==> src/hdl/crc_checked_frame_receiver_defines.svh <==
// assertion macros for the frame receiver
// each macro samples on clk and is disabled while rst_n is low
`ifndef CRC_CHECKED_FRAME_RECEIVER_DEFINES_SVH
`define CRC_CHECKED_FRAME_RECEIVER_DEFINES_SVH

`ifndef SYNTHESIS

// condition must never hold at a clock edge
`define CRCFR_ASSERT_NEVER(label, cond) \
    label: assert property (@(posedge clk) disable iff (!rst_n) !(cond)) \
        else $error("crcfr assertion failed: condition seen");

// when pre holds, post must hold in the following cycle
`define CRCFR_ASSERT_NEXT(label, pre, post) \
    label: assert property (@(posedge clk) disable iff (!rst_n) (pre) |=> (post)) \
        else $error("crcfr assertion failed: next-cycle check");

// when pre holds, post must hold in the same cycle
`define CRCFR_ASSERT_IMPLY(label, pre, post) \
    label: assert property (@(posedge clk) disable iff (!rst_n) (pre) |-> (post)) \
        else $error("crcfr assertion failed: implication");

`else

`define CRCFR_ASSERT_NEVER(label, cond)
`define CRCFR_ASSERT_NEXT(label, pre, post)
`define CRCFR_ASSERT_IMPLY(label, pre, post)

`endif

`endif

==> src/hdl/crcfr_pkg.sv <==
`default_nettype none

package crcfr_pkg;

    // configuration register indexes
    localparam logic [1:0] REG_START_MARK    = 2'd0;
    localparam logic [1:0] REG_END_MARK      = 2'd1;
    localparam logic [1:0] REG_MAX_FRAME_LEN = 2'd2;

    // configuration reset values
    localparam logic [7:0] START_MARK_RST    = 8'd126;
    localparam logic [7:0] END_MARK_RST      = 8'd127;
    localparam logic [7:0] MAX_FRAME_LEN_RST = 8'd255;

    // crc-16, poly 0x1021, msb first
    localparam logic [15:0] CRC_POLY = 16'h1021;

    // header byte positions within a frame
    localparam logic [7:0] POS_FUNCTION = 8'd1;
    localparam logic [7:0] POS_UNIT     = 8'd2;
    localparam logic [7:0] POS_COMMAND  = 8'd3;

    // one result transaction
    typedef struct packed {
        logic       in_frame;
        logic       frame_end;
        logic       frame_good;
        logic       overflow_drop;
        logic [7:0] function_code;
        logic [7:0] unit_id;
        logic [7:0] command_code;
    } result_t;

    // shift one byte into the crc, eight bit steps
    function automatic logic [15:0] crc_feed(input logic [15:0] crc_in, input logic [7:0] data);
        logic [15:0] crc;
        crc = crc_in ^ {data, 8'h00};
        for (int i = 0; i < 8; i++)
        begin
            if (crc[15])
                crc = {crc[14:0], 1'b0} ^ CRC_POLY;
            else
                crc = {crc[14:0], 1'b0};
        end
        return crc;
    endfunction

endpackage

`default_nettype wire

==> src/hdl/crc_checked_frame_receiver.sv <==
// channel   | valid      | ready      | payload
// ----------+------------+------------+-----------------------------------------
// byte in   | in_valid   | in_ready   | rx_byte
// result    | out_valid  | out_ready  | in_frame, frame_end, frame_good,
//           |            |            | overflow_drop, function_code, unit_id,
//           |            |            | command_code
// config    | cfg_wr_en  | (none)     | cfg_index, cfg_data
//
// one byte per cycle while out_ready keeps the result register drained; the
// result appears in the cycle after the byte is taken, from the byte-wide crc
// update and mark compare feeding the result register.
// in_ready stays high while the result register is empty or being drained,
// so a stall on the result side holds at most one finished transaction.
// rst_n clears frame state, published header and the marks to their defaults.
`default_nettype none
`include "crc_checked_frame_receiver_defines.svh"

module crc_checked_frame_receiver
    import crcfr_pkg::*;
(
    input  wire logic       clk,
    input  wire logic       rst_n,
    input  wire logic       in_valid,
    output logic            in_ready,
    input  wire logic [7:0] rx_byte,
    output logic            out_valid,
    input  wire logic       out_ready,
    output logic            in_frame,
    output logic            frame_end,
    output logic            frame_good,
    output logic            overflow_drop,
    output logic [7:0]      function_code,
    output logic [7:0]      unit_id,
    output logic [7:0]      command_code,
    input  wire logic       cfg_wr_en,
    input  wire logic [1:0] cfg_index,
    input  wire logic [7:0] cfg_data
);

    // configuration registers
    logic [7:0] start_mark_reg;
    logic [7:0] end_mark_reg;
    logic [7:0] max_frame_len_reg;

    // frame state
    logic        collecting_reg, collecting_next;
    logic        good_flag_reg, good_flag_next;
    logic [7:0]  frame_count_reg, frame_count_next;
    logic [15:0] running_crc_reg, running_crc_next;
    logic [15:0] tail_bytes_reg, tail_bytes_next;
    logic [23:0] hdr_capture_reg, hdr_capture_next;
    logic [23:0] published_reg, published_next;

    // result register
    logic    out_valid_reg, out_valid_next;
    result_t result_reg, result_next;

    logic in_accept;
    logic ended;
    logic dropped;
    logic [8:0] frame_len;

    assign in_ready  = !out_valid_reg || out_ready;
    assign in_accept = in_valid && in_ready;

    // configuration writes
    always_ff @(posedge clk or negedge rst_n)
    begin
        if (!rst_n)
        begin
            start_mark_reg    <= START_MARK_RST;
            end_mark_reg      <= END_MARK_RST;
            max_frame_len_reg <= MAX_FRAME_LEN_RST;
        end
        else if (cfg_wr_en)
        begin
            case (cfg_index)
                REG_START_MARK:    start_mark_reg    <= cfg_data;
                REG_END_MARK:      end_mark_reg      <= cfg_data;
                REG_MAX_FRAME_LEN: max_frame_len_reg <= cfg_data;
                default:           ;
            endcase
        end
    end

    // per-byte frame update
    always_comb
    begin
        collecting_next  = collecting_reg;
        good_flag_next   = good_flag_reg;
        frame_count_next = frame_count_reg;
        running_crc_next = running_crc_reg;
        tail_bytes_next  = tail_bytes_reg;
        hdr_capture_next = hdr_capture_reg;
        published_next   = published_reg;
        ended            = 1'b0;
        dropped          = 1'b0;
        frame_len        = {1'b0, frame_count_reg} + 9'd1;

        if (collecting_reg)
        begin
            // header capture
            case (frame_count_reg)
                POS_FUNCTION: hdr_capture_next[23:16] = rx_byte;
                POS_UNIT:     hdr_capture_next[15:8]  = rx_byte;
                POS_COMMAND:  hdr_capture_next[7:0]   = rx_byte;
                default:      ;
            endcase

            if (rx_byte == end_mark_reg)
            begin
                // close and check; crc sits low byte first in the tail
                collecting_next = 1'b0;
                ended           = 1'b1;
                good_flag_next  = (frame_count_reg >= POS_COMMAND) &&
                                  (running_crc_reg == {tail_bytes_reg[7:0],
                                                       tail_bytes_reg[15:8]});
                if (good_flag_next)
                    published_next = hdr_capture_next;
            end
            else
            begin
                // older tail byte leaves the window into the crc
                if (frame_count_reg >= POS_COMMAND)
                    running_crc_next = crc_feed(running_crc_reg, tail_bytes_reg[15:8]);
                tail_bytes_next = {tail_bytes_reg[7:0], rx_byte};
            end

            frame_count_next = frame_len[7:0];

            // length limit clears everything
            if (frame_len >= {1'b0, max_frame_len_reg})
            begin
                collecting_next  = 1'b0;
                good_flag_next   = 1'b0;
                frame_count_next = '0;
                running_crc_next = '0;
                tail_bytes_next  = '0;
                hdr_capture_next = '0;
                published_next   = '0;
                dropped          = 1'b1;
            end
        end
        else if (rx_byte == start_mark_reg)
        begin
            collecting_next  = 1'b1;
            frame_count_next = 8'd1;
            running_crc_next = '0;
            tail_bytes_next  = '0;
            hdr_capture_next = '0;
        end
    end

    // result assembly
    always_comb
    begin
        result_next.in_frame      = collecting_next;
        result_next.frame_end     = ended;
        result_next.frame_good    = good_flag_next;
        result_next.overflow_drop = dropped;
        result_next.function_code = published_next[23:16];
        result_next.unit_id       = published_next[15:8];
        result_next.command_code  = published_next[7:0];

        if (in_accept)
            out_valid_next = 1'b1;
        else if (out_ready)
            out_valid_next = 1'b0;
        else
            out_valid_next = out_valid_reg;
    end

    // state registers
    always_ff @(posedge clk or negedge rst_n)
    begin
        if (!rst_n)
        begin
            collecting_reg  <= 1'b0;
            good_flag_reg   <= 1'b0;
            frame_count_reg <= '0;
            running_crc_reg <= '0;
            tail_bytes_reg  <= '0;
            hdr_capture_reg <= '0;
            published_reg   <= '0;
            out_valid_reg   <= 1'b0;
        end
        else
        begin
            out_valid_reg <= out_valid_next;
            if (in_accept)
            begin
                collecting_reg  <= collecting_next;
                good_flag_reg   <= good_flag_next;
                frame_count_reg <= frame_count_next;
                running_crc_reg <= running_crc_next;
                tail_bytes_reg  <= tail_bytes_next;
                hdr_capture_reg <= hdr_capture_next;
                published_reg   <= published_next;
            end
        end
    end

    // result payload register
    always_ff @(posedge clk)
    begin
        if (in_accept)
            result_reg <= result_next;
    end

    // outputs
    assign out_valid     = out_valid_reg;
    assign in_frame      = result_reg.in_frame;
    assign frame_end     = result_reg.frame_end;
    assign frame_good    = result_reg.frame_good;
    assign overflow_drop = result_reg.overflow_drop;
    assign function_code = result_reg.function_code;
    assign unit_id       = result_reg.unit_id;
    assign command_code  = result_reg.command_code;

    // checks
    `CRCFR_ASSERT_NEVER(a_end_leaves_frame, out_valid_reg && frame_end && in_frame)
    `CRCFR_ASSERT_IMPLY(a_drop_clears_all, out_valid_reg && overflow_drop, !in_frame && !frame_good && function_code == 8'd0 && unit_id == 8'd0 && command_code == 8'd0)
    `CRCFR_ASSERT_NEXT(a_state_holds_idle, !in_accept, $stable(collecting_reg) && $stable(published_reg))
    `CRCFR_ASSERT_NEXT(a_result_follows_accept, in_accept, out_valid_reg && (in_frame == collecting_reg))

endmodule

`default_nettype wire
==> config.mk <==
export PLATFORM = sky130hd
export DESIGN_NAME = crc_checked_frame_receiver
export DESIGN_NICKNAME = d
export VERILOG_FILES = /design/src/hdl/crcfr_pkg.sv /design/src/hdl/crc_checked_frame_receiver.sv
export VERILOG_INCLUDE_DIRS = /design/src /design/src/hdl
export SDC_FILE = /design/constraint.sdc
export NUM_CORES = 1
export LEC_CHECK = 0
export ABC_AREA = 1
export BUFFER_PORTS_ARGS = -buffer_cell sky130_fd_sc_hd__clkbuf_2
export CAP_MARGIN = 20
export CORE_MARGIN = 10
export CORE_UTILIZATION = 65
export DETAILED_ROUTE_END_ITERATION = 8
export PLACE_DENSITY = 0.85
export SLEW_MARGIN = 0
export SYNTH_ARGS = -nofsm -noshare
export SYNTH_HDL_FRONTEND = slang
export SYNTH_SLANG_ARGS = --single-unit
==> constraint.sdc <==
create_clock -name clk -period 6 [get_ports clk]
set_clock_uncertainty 0.05 [all_clocks]
set_input_delay 1.2 -clock clk [delete_from_list [all_inputs] [get_ports clk]]
set_output_delay 1.2 -clock clk [all_outputs]
set_load 0.005 [all_outputs]
# Word-level counts from Yosys, hierarchy flattened
# Cells that the tools add are included.
# op_classes
addsub	1
order_cmp	2
n_eq_ne	10
mux	61
bitwise	9
reduce_logical	13
# ops
operator	count
$mux 16	29
$mux 24	7
$mux 13	8
$mux 8	6
$not 3->3	8
$eq 16x16->1	1
$eq 8x2->1 const B	2
$eq 8x8->1	2
$xor 16x16->16	1
$mux 1	11
$add 8x1->9 const B	1
$ge 9x8->1	1
$eq 8x1->1 const B	1
$ge 8x2->1 const B	1
$reduce_and 2->1	4
$reduce_and 4->1	1
$reduce_bool 2->1	2
$ne 3x1->1 const B	1
$ne 3x2->1 const B	1
$reduce_and 3->1	1
$eq 2x1->1 const B	1
$eq 2x2->1 const B	1
$logic_and 1x1->1	2
$logic_not 2->1	1
2 further kinds	2
# totals
register_bits	143
inputBits	23
output_inout_bits	30
elab_cells	114

# Longest topological paths before layout
# Gate-level depths: netlist of run 1.
# depth
word_depth	42
mapped_depth	16

# Least setup slack after synthesis of run 1
# OpenSTA, ideal clock, no wires.
# synth_timing
kind	input-to-reg
startpoint	input out_ready
endpoint	register running_crc_reg[9]
t_arrival_ns	2.830
t_required_ns	5.833
setup_slack_ns	3.003
stages	10
path_buffers	1
cell_sequence	inv_1 > nand2_1 > nand2_1 > inv_1 > nand2_2 > inv_2 > nand3_4 > buf_6 > nand2_1 > nand2_1
# synth_via
elab_chain_cells	3
# synth_lines
item	line_no	text
start: declaration	crc_checked_frame_receiver.sv:27	input wire logic out_ready,
$logic_or 1x1->1	crc_checked_frame_receiver.sv:63	assign in_ready = !out_valid_reg || out_ready;
net in_ready	crc_checked_frame_receiver.sv:24	output logic in_ready,
$logic_and 1x1->1	crc_checked_frame_receiver.sv:64	assign in_accept = in_valid && in_ready;
net in_accept	crc_checked_frame_receiver.sv:58	logic in_accept;
$reduce_and 4->1 (no source line)	-	
end signal: assignment	crc_checked_frame_receiver.sv:195	running_crc_reg <= running_crc_next;
end: declaration	crc_checked_frame_receiver.sv:49	logic [15:0] running_crc_reg, running_crc_next;
# The timed path passes the listed nets, and every way through them passes these cells.
# A chain may end at the register's enable or synchronous reset.

# Final worst setup path of run 1
# layout_timing
startpoint	register frame_count_reg[0]
endpoint	register tail_bytes_reg[2]
# layout_via
elab_chain_cells	4
elab_cells_between_ends	6
# layout_lines
item	line_no	text
start: declaration	crc_checked_frame_receiver.sv:48	logic [7:0] frame_count_reg, frame_count_next;
start signal: assignment	crc_checked_frame_receiver.sv:194	frame_count_reg <= frame_count_next;
$add 8x1->9 (*)	crc_checked_frame_receiver.sv:98	frame_len = {1'b0, frame_count_reg} + 9'd1;
$ge 9x8->1 (*)	crc_checked_frame_receiver.sv:132	if (frame_len >= {1'b0, max_frame_len_reg})
$ne 3x2->1 (no source line) or $mux 16 (tied branches)	-	
$reduce_and 3->1 (no source line) or $mux 16 (tied branches)	-	
end signal: assignment	crc_checked_frame_receiver.sv:196	tail_bytes_reg <= tail_bytes_next;
end: declaration	crc_checked_frame_receiver.sv:50	logic [15:0] tail_bytes_reg, tail_bytes_next;
# Mark *: on every way between the ends. The rest lies on a longest branch, timed or not.

==> results of run 1 <==
## routing by layer
| metal | track usage (%) | share of wire [%] | wire [um] | vias to the layer above |
|---|---|---|---|---|
| met1 | 29.95 | 45 | 7682 | 2768 |
| met5 | 0 | 0 | 0 | - |
| li1 | - | - | - | 2916 |
| met3 | 5.666 | 7.5 | 1275 | 32 |
| met2 | 31.81 | 45 | 7702 | 204 |
| met4 | 8.411 | 2.2 | 371 | 0 |
## Yosys cell counts, types with 2 or more instances
| master | instances |
|---|---|
| o21ai_2 | 30 |
| nand2_4 | 3 |
| clkbuf_1 | 8 |
| nand4_1 | 16 |
| o21ai_0 | 58 |
| or2_1 | 2 |
| xnor2_1 | 39 |
| dfstp_2 | 21 |
| nand3_1 | 40 |
| nand3_2 | 4 |
| buf_1 | 2 |
| nand3_4 | 2 |
| dfrtp_1 | 94 |
| inv_2 | 11 |
| nor2_1 | 31 |
| buf_2 | 16 |
| nand2_2 | 19 |
| xor2_1 | 16 |
| a21oi_1 | 2 |
| buf_6 | 7 |
| ha_1 | 11 |
| nand2_1 | 321 |
| inv_1 | 49 |
| o21ai_1 | 26 |
| nor2_2 | 2 |
| nor2_4 | 9 |
| edfxtp_1 | 28 |
## worst register-to-register path, delay by kind of cell (launching register included)
kind                       cells  cell delay [ns]
adders and majority gates      2             0.58
AOI/OAI and AO/OA              2             0.30
xor gates and xnor gates       1             0.22
DFF                            1             0.42
and+or+nand+nor                7             1.05
buffers and inverters          1             0.63
## placed cells by master (no fill, tap or decap), types with 6 or more instances in the layout
cell         n
o21ai_2     30
dfrtp_1     94
inv_1       49
xor2_1      16
nor2_4       9
edfxtp_1    28
ha_1        11
o21ai_1     26
nand4_1     16
nand3_1     40
dfstp_2     21
nor2_1      31
clkbuf_1     6
nand2_1    321
clkbuf_2    51
nand2_2     19
o21ai_0     58
inv_2       11
xnor2_1     39
clkbuf_16   17
## how the worst max path moves through the flow
stage / end / depth (start not counted)
5_1_grt: good_flag_reg$_DFFE_PN0P_ / 13
6_report: tail_bytes_reg[2]$_DFFE_PN0P_ / 13
3_3_place_gp: tail_bytes_reg[10]$_DFFE_PN0P_ / 11
4_1_cts: good_flag_reg$_DFFE_PN0P_ / 13
3_5_place_dp: tail_bytes_reg[2]$_DFFE_PN0P_ / 11
2_1_floorplan: running_crc_reg[9]$_DFFE_PN0P_ / 10
## layout make-up
type                            count  area [sq um]  area share [%]
Clock inverter                      5         56.30          0.6706
Timing Repair Buffer               55         285.3           3.398
Multi-Input combinational cell    640          3402           40.52
Clock buffer                       27         503.0           5.991
Sequential cell                   143          3745           44.61
Tap cell                          143         178.9           2.131
Inverter                           60         225.2           2.683
## kinds of logic after synthesis
| family | Yosys count |
|---|---|
| AND/OR/NAND/NOR | 452 |
| adder cells (fa/ha/maj) | 11 |
| buffers and inverters | 95 |
| XOR/XNOR | 55 |
| AO/OA/AOI/OAI | 122 |
| flip-flops | 143 |
## report_power, final
part           switching, mW  total [mW]  internal (mW)
Sequential             0.164        1.34           1.17
Combinational          0.866        1.29          0.422
Clock                  0.391        1.00          0.613
Total                   1.42        3.63           2.21
==> flow_summary.yaml, run 1 <==
clock_network:
  path_clk_slew_ns: 0.06
  clock-sinks: 143
  cts_tree: "built"
  postCtsHoldBufs: 0
  root_buffer: "clkbuf_16"
  cts_repair_resize_count: 0
  htreeDepth: 4
  post_cts_buffers: 0
  numCtsBuffers: 17
  clkLatencyLatePin_ns: 0.43
  clockBufferDepth: 2
timing:
  finalCriticalPeriod_ns: 3.325
  max_freq_ghz: 0.3007
  tightestPinTransition_ns: 0.8541
  setup_viol: 0
  hold_ws_ns: 0.4362
  fin_crit_sh_pct: 55.42
  hold_violations: 0
  relSlewSlack_pct: 43.06
  fin_tns_setup_ns: 0
  setup_ws_ns: 2.675
  rsz0062_at_grt: "no"
  slew_violations: 0
placement:
  portBuffers: 52
  placedCellCount: 1041
  placed_area_sq_mm: 0.007836
  pre_cts_ws_ns: 2.410
  gp_congestion: 0.8722
  hpwl_um: 11570
critical_path:
  worst_path_most_repeated_cell: "nand2_1"
  critPathKind: "reg -> reg"
  critPathLaunchType: "flip-flop"
  critPathMaxFanout: 35
  cp_slowest_cell: "inv_2"
  worst_r2r_startpoint: "frame_count_reg[0]$_DFFE_PN0P_"
  r2r-end: "tail_bytes_reg[2]$_DFFE_PN0P_"
  reg2reg_depth: 13
  max_stage_delay_ns: 0.63
  cp-end-kind: "flip-flop"
  path_cells: "ha_1 -> nand3_2 -> nor2_4 -> xor2_1 -> ha_1 -> o211a_1 -> nand2_1 -> nand2_1 -> nand2_2 -> nand3_2 -> inv_2 -> nand2_1 -> o21ai_2"
  critPathArrivalTime_ns: 3.62
  cp.required_ns: 6.30
  startpoint: "frame_count_reg[0]$_DFFE_PN0P_"
  path_delay_family: "simple AND/OR/NAND/NOR gates"
  crit_buf_inv: 1
  r2r_slack_ns: 2.67
die:
  die_w_um: 128.1
  io_pins: 53
  rows: 39
  core-area_sq_mm: 0.01142
  initial_core_util_pct: 66.52
  die_h_um: 128.1
  dieArea_sq_mm: 0.01641
synthesis:
  ys_types: 38
  synth-edff-count: 28
  synthesis.nets: 912
  synth_top_family_by_area: "simple AND/OR/NAND/NOR gates"
  async_reset_ff_share_pct: 80.42
  synth_warnings: 0
  yosys.area_share.simple_pct: 26.44
  synth_compound_area_share_pct: 10.20
  ys_seq_area_share_pct: 49.30
  synth_cells: 878
  yosys.area.top_type_share_pct: 30.97
  synth.area.mux_share_pct: 0
  yosys.area.top_type: "dfrtp_1"
  synth.area.top_cells: "dfrtp_1 31%, nand2_1 16%, edfxtp_1 11%"
  ys_ff_latch: 143
  synth_area_sq_mm: 0.007596
  postSynthAreaPerCell_sq_um: 8.652
  synth_xor_xnor_area_share_pct: 6.342
  synth_fa_ha_area_share_pct: 1.812
  yosys_most_used_dff: "dfrtp_1"
final_layout:
  nNetsFinal: 951
  design_area_sq_mm: 0.008396
  fin_util_pct: 73.53
  area_delta_synth_final_pct: 10.53
  fill_cells: 867
  antenna_cells: 0
  layoutNonFillerInstCount: 1073
  drive_gt1_share_pct: 20.11
route:
  drc: 0
  drt_pass1_iterations: 6
  post_drt_wl_per_cell_um: 15.87
  drtIter0Drc: 626
  vias: 5920
  antenna_left: 0
  drt-total-wl_um: 17030
  viasPerCell: 5.517
power_and_ir_drop:
  leakage_nw: 3.978
  power.density_mw_per_mm2: 432.4
  vdd_drop_max_v: 0.0002339
  finalPower_mw: 3.630
global_routing:
  grt_max_degree: 68
  grt_antenna_before_repair: 0
  grt_usage_pct: 21.64
  grt-ovfl-total: 0
  grt_pass1_wl_um: 28580
  grt_pass1_vias: 5681
hold_path:
  worstHoldStart: "hdr_capture_reg[2]$_DFFE_PN0P_"
  min_to: "hdr_capture_reg[2]$_DFFE_PN0P_"
  holdCritPathClass: "reg -> reg"
  holdPathStages: 2
job:
  maxCapViolations: 0
status:
  status: "complete, no violations"
Power figures use the tool's default switching activity.
==> inputs of run 2 (changes only) <==
Settings changed: CORE_UTILIZATION 65 to 61, PLACE_DENSITY 0.85 to 0.8.
Clock period 6 ns to 3.3 ns, I/O delays scaled along.
==> flow_summary.yaml, run 2 (synthesized netlist as in run 1, its figures left out) <==
timing:
  tightestPinTransition_ns: 0.6155
  rsz0062_at_grt: "no"
  hold_ws_ns: 0.1890
  relSlewSlack_pct: 58.96
  slew_violations: 0
  fin_tns_setup_ns: 0
  setup_ws_ns: 0.5520
  setup_viol: 0
  finalCriticalPeriod_ns: 2.748
  hold_violations: 0
  fin_crit_sh_pct: 83.27
  max_freq_ghz: 0.3639
clock_network:
  clockBufferDepth: 2
  root_buffer: "clkbuf_16"
  clkLatencyLatePin_ns: 0.42
  clock-sinks: 143
  path_clk_slew_ns: 0.06
  cts_repair_resize_count: 0
  cts_tree: "built"
  htreeDepth: 4
  numCtsBuffers: 17
  postCtsHoldBufs: 0
  post_cts_buffers: 0
route:
  drc: 0
  drt_pass1_iterations: 6
  post_drt_wl_per_cell_um: 15.08
  vias: 5894
  drtIter0Drc: 597
  drt-total-wl_um: 16650
  antenna_left: 0
  viasPerCell: 5.339
global_routing:
  grt_pass1_wl_um: 27720
  grt_max_degree: 53
  grt_usage_pct: 19.43
  grt-ovfl-total: 0
  grt_pass1_vias: 5477
  grt_antenna_before_repair: 0
power_and_ir_drop:
  leakage_nw: 4.011
  finalPower_mw: 6.637
  power.density_mw_per_mm2: 780.3
  vdd_drop_max_v: 0.0005459
final_layout:
  fin_util_pct: 70.23
  design_area_sq_mm: 0.008506
  drive_gt1_share_pct: 20.73
  area_delta_synth_final_pct: 11.97
  layout_commonest_cell: "nand2_1"
  final_cell_mix: "321 x nand2_1, 94 x dfrtp_1, 58 x o21ai_0"
  nNetsFinal: 957
  antenna_cells: 0
  layoutNonFillerInstCount: 1104
critical_path:
  r2r_slack_ns: 0.55
  cp.required_ns: 3.54
  reg2reg_depth: 11
  r2r-end: "command_code[4]$_DFFE_PP_"
  worst_r2r_startpoint: "frame_count_reg[0]$_DFFE_PN0P_"
  critPathMaxFanout: 16
  critPathArrivalTime_ns: 2.99
  critPathKind: "reg -> reg"
  cp-end-kind: "flip-flop"
  critPathLaunchType: "flip-flop"
placement:
  placedCellCount: 1072
  hpwl_um: 11250
  placed_area_sq_mm: 0.007938
  pre_cts_ws_ns: 0.5682
  gp_congestion: 0.8543
  portBuffers: 52
die:
  io_pins: 53
  die_w_um: 131.6
  core-area_sq_mm: 0.01211
  initial_core_util_pct: 62.72
  dieArea_sq_mm: 0.01732
  rows: 40
  die_h_um: 131.6
status:
  status: "complete, no violations"
job:
  maxCapViolations: 0
hold_path:
  holdCritPathClass: "in -> async"
[run 2: changes by cell type in the layout (fill, tap and decap cells not counted), sizes merged]
cell      previous run  this run
buf                  4        10
clkbuf              78        72
clkinv               3         5
clkinvlp             1         3
bufinv               1         2
inv                 60        61
[run 2: worst max path at each step]
| stage | start | slack, ns | cells after the start | end |
|---|---|---|---|---|
| 3_5_place_dp | frame_count_reg[0]$_DFFE_PN0P_ | 0.57 | 12 | command_code[4]$_DFFE_PP_ |
| 3_3_place_gp | frame_count_reg[0]$_DFFE_PN0P_ | 0.63 | 10 | overflow_drop$_SDFFCE_PN0P_ |
| 2_1_floorplan | frame_count_reg[0]$_DFFE_PN0P_ | 0.83 | 14 | tail_bytes_reg[13]$_DFFE_PN0P_ |
| 5_1_grt | frame_count_reg[0]$_DFFE_PN0P_ | 0.35 | 13 | hdr_capture_reg[0]$_DFFE_PN0P_ |
| 4_1_cts | frame_count_reg[0]$_DFFE_PN0P_ | 0.56 | 12 | command_code[4]$_DFFE_PP_ |
| 6_report | frame_count_reg[0]$_DFFE_PN0P_ | 0.55 | 11 | command_code[4]$_DFFE_PP_ |
[run 2: report_power, final]
| part | internal [mW] | total [mW] | switching [mW] |
|---|---|---|---|
| Combinational | 0.808 | 2.36 | 1.56 |
| Sequential | 2.14 | 2.42 | 0.285 |
| Clock | 1.13 | 1.85 | 0.725 |
[run 2: critical path, stage by stage (launching register included)]
cell and delay [ns]:
dfrtp_1 0.43, ha_1 0.29, nand3_2 0.13, xor2_1 0.26, ha_1 0.28, o211a_1 0.22
nand2_1 0.06, nand2_1 0.10, a21boi_4 0.31, buf_4 0.27, nand4_1 0.13, nand2_1 0.09
[run 2: final cells by class]
type	instances	area, sq um
multi-input cells	640	3402
fillers	940	3606
clock inverters	11	117.6
clock buffers	21	450.4
well taps	168	210.2
inverters	60	225.2
repair buffers	61	355.3
flip-flops and latches	143	3745
[run 2: per-layer routing]
metal / vias to the layer above / global-route usage (%) / routed length (um)
li1: 2916 / - / -
met1: 2753 / 26.09 / 7504
met2: 196 / 29.56 / 7799
met3: 29 / 4.992 / 1024
met4: 0 / 7.355 / 317
met5: - / 0 / 0
==> inputs of run 3 (changes only) <==
Settings changed: CORE_UTILIZATION 61 to 55, PLACE_DENSITY 0.8 to 0.77.
Clock period 3.3 ns to 2.34 ns, I/O delays scaled along.
==> flow_summary.yaml, run 3 (synthesized netlist as in run 1, its figures left out) <==
status:
  status: "finished with violations"
  violations: "setup timing"
critical_path:
  worst_path_most_repeated_cell: "nand2_1"
  critPathLaunchType: "flip-flop"
  max_stage_delay_ns: 0.43
  cp-end-kind: "flip-flop"
  r2r-end: "function_code[3]$_DFFE_PP_"
  worst_r2r_startpoint: "frame_count_reg[0]$_DFFE_PN0P_"
  critPathKind: "reg -> reg"
  path_cells: "inv_1 -> ha_1 -> inv_1 -> ha_1 -> nand2_1 -> nor2_1 -> o21ai_1 -> nand3_1 -> nand2_1 -> nand2_2 -> nand2_4 -> nand3_4 -> inv_6 -> clkbuf_16 -> nand2_1 -> nand2_1"
  path_delay_family: "simple AND/OR/NAND/NOR gates"
  reg2reg_depth: 16
  crit_buf_inv: 4
  cp_slowest_cell: "dfrtp_2"
  cp.required_ns: 2.48
  critPathMaxFanout: 10
  r2r_slack_ns: -0.11
  critPathArrivalTime_ns: 2.59
route:
  vias: 6135
  drtIter0Drc: 574
  drc: 0
  post_drt_wl_per_cell_um: 15.58
  wl_met3_um: 1163
  antenna_left: 0
  m1WireLength_um: 8152
  drt_pass1_iterations: 5
  dr.max_layer_used: "met4"
  viasPerCell: 5.312
  drt-total-wl_um: 17990
  wl_met2_um: 8329
power_and_ir_drop:
  leakage_nw: 4.323
  power.density_mw_per_mm2: 1104
  vdd_drop_max_v: 0.0005900
  finalPower_mw: 10.10
timing:
  rsz0062_at_grt: "yes"
  fin_tns_setup_ns: -5.178
  relSlewSlack_pct: 63.13
  setup_ws_ns: -0.1134
  fin_crit_sh_pct: 104.8
  hold_violations: 0
  finalCriticalPeriod_ns: 2.453
  setup_viol: 96
  tightestPinTransition_ns: 0.5530
  slew_violations: 0
  max_freq_ghz: 0.4076
global_routing:
  grt_max_degree: 41
  grt_pass1_wl_um: 29380
  grt_antenna_before_repair: 0
  grt-ovfl-total: 0
  grt_pass1_vias: 5752
  grt_usage_pct: 19.72
placement:
  hpwl_um: 12200
  portBuffers: 52
  gp_congestion: 0.8545
final_layout:
  nNetsFinal: 1000
  layout_commonest_cell: "nand2_1"
  antenna_cells: 0
  fill_cells: 1023
  final_cell_mix: "319 x nand2_1, 91 x dfrtp_1, 54 x o21ai_0"
  drive_gt1_share_pct: 26.35
  area_delta_synth_final_pct: 20.46
hold_path:
  worstHoldStart: "cfg_data[5]"
  holdPathStages: 3
  holdCritPathClass: "in -> reg"
  min_to: "max_frame_len_reg[5]$_DFFE_PN1P_"
job:
  maxCapViolations: 0
die:
  io_pins: 53
  core-area_sq_mm: 0.01340
  rows: 42
  dieArea_sq_mm: 0.01891
  initial_core_util_pct: 56.69
  die_h_um: 137.5
  die_w_um: 137.5
clock_network:
  clock-sinks: 143
  numCtsBuffers: 17
  htreeDepth: 4
  path_clk_slew_ns: 0.06
  clkLatencyLatePin_ns: 0.43
  root_buffer: "clkbuf_16"
  cts_tree: "built"
  clockBufferDepth: 2
[run 3: layout make-up]
class,count,area (sq um),area share [%]
Clock buffer,19,442.9,4.841
Clock inverter,13,140.1,1.532
Inverter,60,230.2,2.516
Multi-Input combinational cell,640,3515,38.41
Sequential cell,143,3749,40.97
Tap cell,176,220.2,2.407
Timing Repair Buffer,104,853.3,9.326
[run 3: per-layer routing]
metal | global-route usage (%) | up-vias
met5 | 0 | -
met4 | 6.967 | 0
met3 | 5.171 | 31
met2 | 29.80 | 182
met1 | 26.80 | 2930
li1 | - | 2992
[run 3: power breakdown]
| part | switching [mW] | total, mW | leakage (nW) | internal (mW) |
|---|---|---|---|---|
| Sequential | 0.383 | 3.40 | 1.78 | 3.02 |
| Clock | 1.07 | 2.67 | 0.287 | 1.60 |
| Combinational | 2.45 | 4.03 | 2.26 | 1.57 |
[run 3: tightest hold or removal path: stages]
cell	delay (ns)
clkbuf_2	0.08
inv_1	0.06
o21ai_0	0.08
[run 3: through the flow]
step / cell area (sq um) / setup WS, ns / hold slack (ns) / std cells / utilization, %
4_1_cts: 9026 / -0.07903 / 0.2124 / 1151 / 67.36
3_5_place_dp: 8377 / -0.1296 / 0.4237 / 1117 / 62.51
2_1_floorplan: 7674 / -0.005335 / 0.1224 / 878 / -
6_report: 9150 / -0.1134 / 0.2180 / 1155 / 68.28
3_3_place_gp: 8377 / -0.09498 / 0.4125 / 1117 / 62.51
5_1_grt: 9150 / -0.2805 / 0.2378 / 1155 / 68.28
[run 3: how the worst max path moves through the flow]
stage	startpoint	endpoint	slack [ns]	depth (start not counted)
CTS	frame_count_reg[0]$_DFFE_PN0P_	running_crc_reg[4]$_DFFE_PN0P_	-0.08	16
global route	frame_count_reg[0]$_DFFE_PN0P_	hdr_capture_reg[22]$_DFFE_PN0P_	-0.28	16
global placement	frame_count_reg[0]$_DFFE_PN0P_	hdr_capture_reg[0]$_DFFE_PN0P_	-0.09	15
finish	frame_count_reg[0]$_DFFE_PN0P_	function_code[3]$_DFFE_PP_	-0.11	16
detailed placement	frame_count_reg[0]$_DFFE_PN0P_	published_reg[2]$_DFFE_PN0P_	-0.13	15
floorplan	frame_count_reg[2]$_DFFE_PN0P_	overflow_drop$_SDFFCE_PN0P_	-0.005	11
[run 3: repair_timing]
action / CTS / global route
resized for setup: 13 / 12
hold buffers: 1 / 0
endpoints found under the hold margin: 20 / 0
endpoints found under the setup margin: 116 / 117
pin swaps: 1 / 2
gates cloned: 0 / 3
buffers inserted: 1 / 1
